==> src/design/drt_pkg.sv <==
// Shared constants and types for the dirty rectangle tracker.
`timescale 1ns / 1ps

package drt_pkg;

	localparam int RECT_SLOTS = 16;
	localparam int COORD_BITS = 16;
	localparam int IDX_BITS   = (RECT_SLOTS > 1) ? $clog2(RECT_SLOTS) : 1;
	localparam int CNT_BITS   = $clog2(RECT_SLOTS + 1);

	typedef logic signed [COORD_BITS-1:0] coord_t;
	typedef coord_t [3:0] box_t;	// 0 min_x, 1 min_y, 2 max_x, 3 max_y
	typedef logic [IDX_BITS-1:0] idx_t;
	typedef logic [CNT_BITS-1:0] cnt_t;

	typedef enum logic [1:0] {
		KIND_UNION = 2'd0,
		KIND_RECT  = 2'd1,
		KIND_EMPTY = 2'd2
	} kind_t;

	localparam coord_t COORD_TOP = coord_t'({1'b0, {(COORD_BITS-1){1'b1}}});
	localparam coord_t COORD_BOT = ~COORD_TOP;
	localparam idx_t   LAST_IDX  = idx_t'(RECT_SLOTS - 1);
	localparam cnt_t   CNT_FULL  = cnt_t'(RECT_SLOTS);

endpackage

==> src/design/dirty_rectangle_tracker.sv <==
// Dirty rectangle tracker: running union box and a fixed list of dirty rectangles.
`timescale 1ns / 1ps

// An add item (operation 0) widens the running union and stores its box in the
// next free list slot; once all RECT_SLOTS slots hold a box, further boxes are
// merged into the last slot. It gives one result, the new union, and the input
// is ready again in the cycle that this result is registered. A single signed
// compare unit updates one coordinate per cycle, and the merge needs four more
// steps plus a write back to the list memory; the result waits for a free output
// register. A frame item (operation 1)
// reads the list out in storage order, one stored rectangle at a time
// through the memory's one registered read port, with last set on
// the final one; an empty list gives a single empty marker with zero
// coordinates. The list is then emptied and the union set to the inverted box
// (largest minimum, smallest maximum). in_stall stays high while an item is in
// progress; a finished result waits in the output register and does not block
// the next input transfer.
module dirty_rectangle_tracker (
	input  logic             clk,
	input  logic             arst_n,
	input  logic             in_valid,
	output logic             in_stall,
	input  logic             operation,
	input  drt_pkg::coord_t  box_min_x,
	input  drt_pkg::coord_t  box_min_y,
	input  drt_pkg::coord_t  box_max_x,
	input  drt_pkg::coord_t  box_max_y,
	output logic             out_valid,
	input  logic             out_stall,
	output drt_pkg::kind_t   kind,
	output drt_pkg::coord_t  out_min_x,
	output drt_pkg::coord_t  out_min_y,
	output drt_pkg::coord_t  out_max_x,
	output drt_pkg::coord_t  out_max_y,
	output logic             last
);
	import drt_pkg::*;

	typedef enum logic [2:0] {
		ST_IDLE,
		ST_UNION,
		ST_MERGE,
		ST_MERGE_WB,
		ST_ADD_EMIT,
		ST_EMPTY_EMIT,
		ST_FRM_RD,
		ST_FRM_EMIT
	} state_t;

	// Widen one coordinate: minimum edges take the smaller, maximum edges the larger.
	function automatic coord_t widen_one(input logic is_max, input coord_t cur,
			input coord_t nxt);
		coord_t r;
		r = cur;
		if (is_max) begin
			if (nxt > cur) r = nxt;
		end else begin
			if (nxt < cur) r = nxt;
		end
		return r;
	endfunction

	state_t      state_q;
	cnt_t        count_q;
	idx_t        idx_q;
	logic [1:0]  axis_q;
	logic        merge_q;
	box_t        union_q;
	box_t        box_q;
	box_t        acc_q;
	box_t        rd_q;
	box_t        mem [RECT_SLOTS];

	logic        out_valid_q;
	kind_t       kind_q;
	box_t        out_box_q;
	logic        last_q;

	logic        accept;
	logic        full;
	logic        out_free;
	logic        emit_now;
	logic        frm_last;
	box_t        in_box;
	coord_t      alu_a;
	coord_t      alu_res;
	logic        mem_we;
	idx_t        mem_waddr;
	box_t        mem_wdata;
	logic        mem_re;
	idx_t        mem_raddr;

	assign in_box   = {box_max_y, box_max_x, box_min_y, box_min_x};
	assign in_stall = (state_q != ST_IDLE);
	assign accept   = in_valid && (state_q == ST_IDLE);
	assign full     = (count_q == CNT_FULL);
	assign out_free = !out_valid_q || !out_stall;
	assign emit_now = out_free && ((state_q == ST_ADD_EMIT) || (state_q == ST_EMPTY_EMIT) ||
		(state_q == ST_FRM_EMIT));
	assign frm_last = ((cnt_t'(idx_q) + cnt_t'(1)) == count_q);

	// Shared compare unit, one axis per cycle.
	assign alu_a   = (state_q == ST_MERGE) ? rd_q[axis_q] : union_q[axis_q];
	assign alu_res = widen_one(axis_q[1], alu_a, box_q[axis_q]);

	always_comb begin
		mem_we    = (accept && !operation && !full) || (state_q == ST_MERGE_WB);
		mem_waddr = (state_q == ST_MERGE_WB) ? LAST_IDX : count_q[IDX_BITS-1:0];
		mem_wdata = (state_q == ST_MERGE_WB) ? acc_q : in_box;
		mem_re    = accept || (state_q == ST_FRM_RD);
		if (state_q == ST_FRM_RD) begin
			mem_raddr = idx_q;
		end else if (operation) begin
			mem_raddr = '0;
		end else begin
			mem_raddr = LAST_IDX;
		end
	end

	always_ff @(posedge clk) begin
		if (mem_we) begin
			mem[mem_waddr] <= mem_wdata;
		end
		if (mem_re) begin
			rd_q <= mem[mem_raddr];
		end
	end

	always_ff @(posedge clk) begin
		if (accept) begin
			box_q <= in_box;
		end
		if (state_q == ST_MERGE) begin
			acc_q[axis_q] <= alu_res;
		end
	end

	always_ff @(posedge clk or negedge arst_n) begin
		if (!arst_n) begin
			state_q     <= ST_IDLE;
			count_q     <= '0;
			idx_q       <= '0;
			axis_q      <= '0;
			merge_q     <= 1'b0;
			union_q     <= {COORD_BOT, COORD_BOT, COORD_TOP, COORD_TOP};
			out_valid_q <= 1'b0;
			kind_q      <= KIND_UNION;
			out_box_q   <= '0;
			last_q      <= 1'b0;
		end else begin
			if (emit_now) begin
				out_valid_q <= 1'b1;
			end else if (!out_stall) begin
				out_valid_q <= 1'b0;
			end
			unique case (state_q)
				ST_IDLE: begin
					axis_q <= '0;
					idx_q  <= '0;
					if (accept) begin
						if (!operation) begin
							merge_q <= full;
							if (!full) begin
								count_q <= count_q + cnt_t'(1);
							end
							state_q <= ST_UNION;
						end else if (count_q == '0) begin
							state_q <= ST_EMPTY_EMIT;
						end else begin
							state_q <= ST_FRM_EMIT;
						end
					end
				end
				ST_UNION: begin
					union_q[axis_q] <= alu_res;
					axis_q          <= axis_q + 2'd1;
					if (axis_q == 2'd3) begin
						state_q <= merge_q ? ST_MERGE : ST_ADD_EMIT;
					end
				end
				ST_MERGE: begin
					axis_q <= axis_q + 2'd1;
					if (axis_q == 2'd3) begin
						state_q <= ST_MERGE_WB;
					end
				end
				ST_MERGE_WB: begin
					state_q <= ST_ADD_EMIT;
				end
				ST_ADD_EMIT: begin
					if (out_free) begin
						kind_q      <= KIND_UNION;
						out_box_q   <= union_q;
						last_q      <= 1'b1;
						state_q     <= ST_IDLE;
					end
				end
				ST_EMPTY_EMIT: begin
					if (out_free) begin
						kind_q      <= KIND_EMPTY;
						out_box_q   <= '0;
						last_q      <= 1'b1;
						count_q     <= '0;
						union_q     <= {COORD_BOT, COORD_BOT, COORD_TOP, COORD_TOP};
						state_q     <= ST_IDLE;
					end
				end
				ST_FRM_RD: begin
					state_q <= ST_FRM_EMIT;
				end
				ST_FRM_EMIT: begin
					if (out_free) begin
						kind_q      <= KIND_RECT;
						out_box_q   <= rd_q;
						last_q      <= frm_last;
						if (frm_last) begin
							// drop the list and invert the union
							count_q <= '0;
							union_q <= {COORD_BOT, COORD_BOT, COORD_TOP, COORD_TOP};
							state_q <= ST_IDLE;
						end else begin
							idx_q   <= idx_q + idx_t'(1);
							state_q <= ST_FRM_RD;
						end
					end
				end
				default: state_q <= ST_IDLE;
			endcase
		end
	end

	assign out_valid = out_valid_q;
	assign kind      = kind_q;
	assign out_min_x = out_box_q[0];
	assign out_min_y = out_box_q[1];
	assign out_max_x = out_box_q[2];
	assign out_max_y = out_box_q[3];
	assign last      = last_q;

endmodule
==> config.mk <==
export PLATFORM = sky130hd
export DESIGN_NAME = dirty_rectangle_tracker
export DESIGN_NICKNAME = d
export VERILOG_FILES = /design/src/design/drt_pkg.sv /design/src/design/dirty_rectangle_tracker.sv
export SDC_FILE = /design/constraint.sdc
export NUM_CORES = 2
export LEC_CHECK = 0
export BUFFER_PORTS_ARGS = -buffer_cell sky130_fd_sc_hd__buf_2
export CAP_MARGIN = 15
export CORE_UTILIZATION = 56
export CTS_CLUSTER_DIAMETER = 40
export CTS_CLUSTER_SIZE = 10
export DETAILED_ROUTE_END_ITERATION = 10
export PLACE_DENSITY_LB_ADDON = 0.08
export SLEW_MARGIN = 40
export SYNTH_ARGS = -nofsm -noshare
export SYNTH_HDL_FRONTEND = slang
export SYNTH_SLANG_ARGS = --single-unit
==> constraint.sdc <==
create_clock -name clk -period 8.08 [get_ports clk]
set_input_delay 1.212 -clock clk [delete_from_list [all_inputs] [get_ports clk]]
set_output_delay 1.212 -clock clk [all_outputs]
set_load 0.05 [all_outputs]
==> key figures <==
Run status
  – Outcome: finished clean

Global routing
  – Global-route wire length before repair: 236000 um
  – Initial antenna violation count: 18
  – Largest net degree at the start of global routing: 153
  – Vias in the first global route: 33800
  – Overall routing resource usage: 33.5%
  – GRT overflow: 0

Setup path
  – R2r endpoint: acc_q[37]
  – Setup crit end kind: flop
  – Critical-path cell list: buf_12, buf_4, mux4_2, ha_1, nand4_4, nor4_4, nand4_2, and2_4, mux2_2, mux2i_4, mux2_2
  – Worst path depth: 11
  – Critical path required time: 8.58 ns
  – Worst path slowest cell: dfrtp_4
  – Most frequent cell on the critical path: mux2_2
  – Critical path start-end classification: reg2reg
  – Worst Reg-to-Reg Cells: 11
  – Startpoint Class: flop
  – Critical Path Fanout Max: 26
  – Arr. time, crit path: 5.77 ns
  – CP delay by family, top: multiplexers
  – R2R Path Start: axis_q[0]
  – CP bufs+invs: 2
  – Largest stage delay on the critical path: 0.68 ns
  – R2r setup slk: 2.81 ns

Floorplan
  – Standard-cell rows: 113
  – Die area: 0.0982 mm^2
  – Ports: 138
  – Die W: 313 um
  – Initial Util: 56.8%
  – Die Y: 313 um
  – CORE AREA: 0.0956 mm^2

STA
  – Hold Fails Final Rpt: 0
  – Setup violators final: 0
  – Min cycle time layout: 5.27 ns
  – Worst Tran Pin Value: 0.918 ns
  – Setup TNS: 0 ns
  – RSZ-0062 raised after global routing: no
  – Max Transition Viols Final: 0
  – Setup skew after layout: 0.0236 ns
  – Peak Freq: 190 MHz
  – Rel. slew slack: 38.8%
  – Setup ws final: 2.81 ns
  – Final worst path period share: 65.3%

Clock tree
  – Later-pin clock latency in the skew report: 0.78 ns
  – Postcts setup bufs: 0
  – Clk buf depth: 3
  – Root Buffer Master: clkbuf_16
  – Post-CTS Hold Fix Bufs: 0
  – Post-CTS Resized: 0
  – CTS Buf Count: 179
  – # clock sinks: 1363
  – Clock slew seen by the registers of the worst setup and hold paths: 0.06 ns
  – Clock H-tree levels: 4
  – TritonCTS clock tree: yes

Placed design
  – Port Buf Inserts: 137
  – Gpl congestion: 0.964
  – Placement Setup Slack: 2.69 ns
  – HPWL Detailed: 95300 um
  – Post-placement cell count: 4897

Final layout
  – Ratio of cells with drive above 1 in the final layout: 18.0%
  – Fin cells: 5195
  – Multi-input gate area: 0.0131 mm^2
  – Layout Nets: 3910
  – Register area: 0.0402 mm^2
  – Fill cell count: 6763
  – Most frequent cells in the layout: edfxtp_1 (1216), nand2_1 (645), o22ai_1 (255), a21oi_1 (202), clkbuf_16 (183)
  – Commonest non-fill, non-tap cell in the layout: edfxtp_1
  – Area growth from synthesis to layout: 14.6%

Worst hold path
  – HP Class: in2async

Pwr
  – Reg power frac: 40.0%
  – Clk pwr share: 30.5%
  – Logic pwr share: 29.5%
  – Power per cell area: 383 mW/mm^2
  – Pint: 15.5 mW
  – Sw Ratio: 35.0%
  – Leak: 21.3 nW
  – Switch Pwr: 8.33 mW
  – Maximum VDD drop: 0.000340 V

Synth
  – Syn_nets: 3780
  – Top_reg_cell synth: edfxtp_1
  – Syn Std Cell Area: 0.0543 mm^2
  – Synth Register Bits: 1363
  – Sequential share of the synthesized area: 74.1%
  – Number of synthesized flops with an enable pin: 1216
  – Synth cell types: 68
  – Syn avg cell area: 14.7 um^2
  – Mapped Cells: 3688
  – Syn. warnings: 0
  – Async S/R FF share, synth: 10.8%

Detailed routing
  – Detailed-route wire length: 164000 um
  – Vias: 35300
  – DR WL/cell: 31.6 um
  – Residual DRC: 0
  – Initial DRC count: 4930
  – Via/cell ratio: 6.79
  – DR pass1 iterations: 6
  – Post-route ant nets: 0

Flow run
  – MaxCap Viol Count: 0
state kept, by name (all words and copies together) (netlist names), 3 cells and up:
name,count
mem,1024
acc_q,64
box_q,64
rd_q,64
union_q,64
out_max_x,16
out_max_y,16
out_min_x,16
out_min_y,16
count_q,5
idx_q,4
state_q,3
power groups by stage:
stage | clock (mW) | sequential, mW | combinational [mW]
4_1_cts | 7.33 | 9.54 | 6.82
3_3_place_gp | 0 | 9.64 | 6.50
2_1_floorplan | 0 | 9.75 | 4.29
6_report | 7.27 | 9.53 | 7.02
5_1_grt | 7.63 | 9.57 | 7.41
3_5_place_dp | 0 | 9.67 | 6.78
synthesized netlist by cell type, types with 3 or more instances:
| master | count | share of area, % |
|---|---|---|
| a22o_1 | 3 | 0.048 |
| o22ai_1 | 255 | 2.9 |
| edfxtp_1 | 1216 | 67 |
| or3_1 | 3 | 0.035 |
| nand3_1 | 16 | 0.15 |
| a21oi_1 | 209 | 1.9 |
| mux2_2 | 93 | 1.9 |
| xnor2_1 | 3 | 0.048 |
| buf_1 | 16 | 0.11 |
| clkbuf_1 | 213 | 1.5 |
| a221oi_2 | 8 | 0.22 |
| dfrtp_1 | 115 | 5.3 |
| o221ai_1 | 36 | 0.58 |
| ha_1 | 23 | 0.53 |
| a31oi_1 | 130 | 1.5 |
| mux4_2 | 43 | 1.8 |
| dfstp_2 | 32 | 1.5 |
| a221oi_1 | 22 | 0.35 |
| and2_1 | 11 | 0.13 |
| inv_1 | 25 | 0.17 |
| nor3_1 | 40 | 0.37 |
| mux2i_1 | 47 | 0.87 |
| mux2i_2 | 5 | 0.13 |
| and3_1 | 67 | 0.77 |
| nand2_1 | 646 | 4.5 |
| a211oi_1 | 66 | 0.91 |
| buf_2 | 42 | 0.39 |
| o21a_1 | 9 | 0.12 |
| o31ai_1 | 3 | 0.041 |
| a21o_1 | 4 | 0.055 |
| o21ai_0 | 84 | 0.77 |
| a311oi_1 | 128 | 2.1 |
| nor2_1 | 25 | 0.17 |
| nand2b_1 | 4 | 0.046 |
| nand4_1 | 5 | 0.058 |
worst register-to-register path, stage by stage, from the launching register on:
cell	delay, ns
dfrtp_4	0.68
buf_12	0.28
buf_4	0.36
mux4_2	0.61
ha_1	0.56
nand4_4	0.18
nor4_4	0.33
nand4_2	0.35
and2_4	0.31
mux2_2	0.39
mux2i_4	0.50
mux2_2	0.46
how the worst max path moves through the flow:
stage	from	end
finish	axis_q[0]	acc_q[37]
global route	axis_q[0]	acc_q[46]
CTS	axis_q[0]	acc_q[37]
detailed placement	axis_q[0]	acc_q[57]
global placement	axis_q[0]	acc_q[25]
floorplan	operation	mem[15][0]
metrics by stage:
step	util (%)	power, mW	cell area, um^2	hold slack, ns
3_3_place_gp	59.0	16.1	56400	0.460
3_5_place_dp	59.3	16.4	56600	0.469
6_report	65.1	23.8	62200	0.479
2_1_floorplan	-	14.0	54300	0.446
5_1_grt	65.1	24.6	62200	0.496
4_1_cts	65.0	23.7	62100	0.477
layer usage:
metal  up-vias  part of all wire, %  GRT usage, %  wire length (um)
met5         -                0.016             0                27
met4         4                  3.0          10.8              4860
met3       372                   11          7.96             18800
met2      2204                   45          49.7             73800
met1     17900                   41          49.3             66500
li1      14800                    -             -                 -
kinds of logic (layout without fill, tap and decap cells):
logic type / count (synthesis) / after routing / share of synthesized area, %
multiplexers: 190 / 190 / 4.79
other: 0 / 2 / 0
AO/OA/AOI/OAI: 969 / 969 / 11.7
AND/OR/NAND/NOR: 836 / 836 / 6.53
flip-flops: 1363 / 1363 / 74.1
XOR/XNOR: 5 / 5 / 0.115
adder cells (fa/ha/maj): 23 / 23 / 0.530
buffers and inverters: 302 / 542 / 2.24
cell type report:
cell class,count,share of cell area (%)
Antenna cell,2,0.00804
Tap cell,1265,2.54
Timing Repair Buffer,224,2.75
Inverter,27,0.163
Multi-Input combinational cell,2023,21.1
Clock buffer,217,7.61
Clock inverter,74,1.14
Sequential cell,1363,64.7
(Power assumes the default switching activity.)
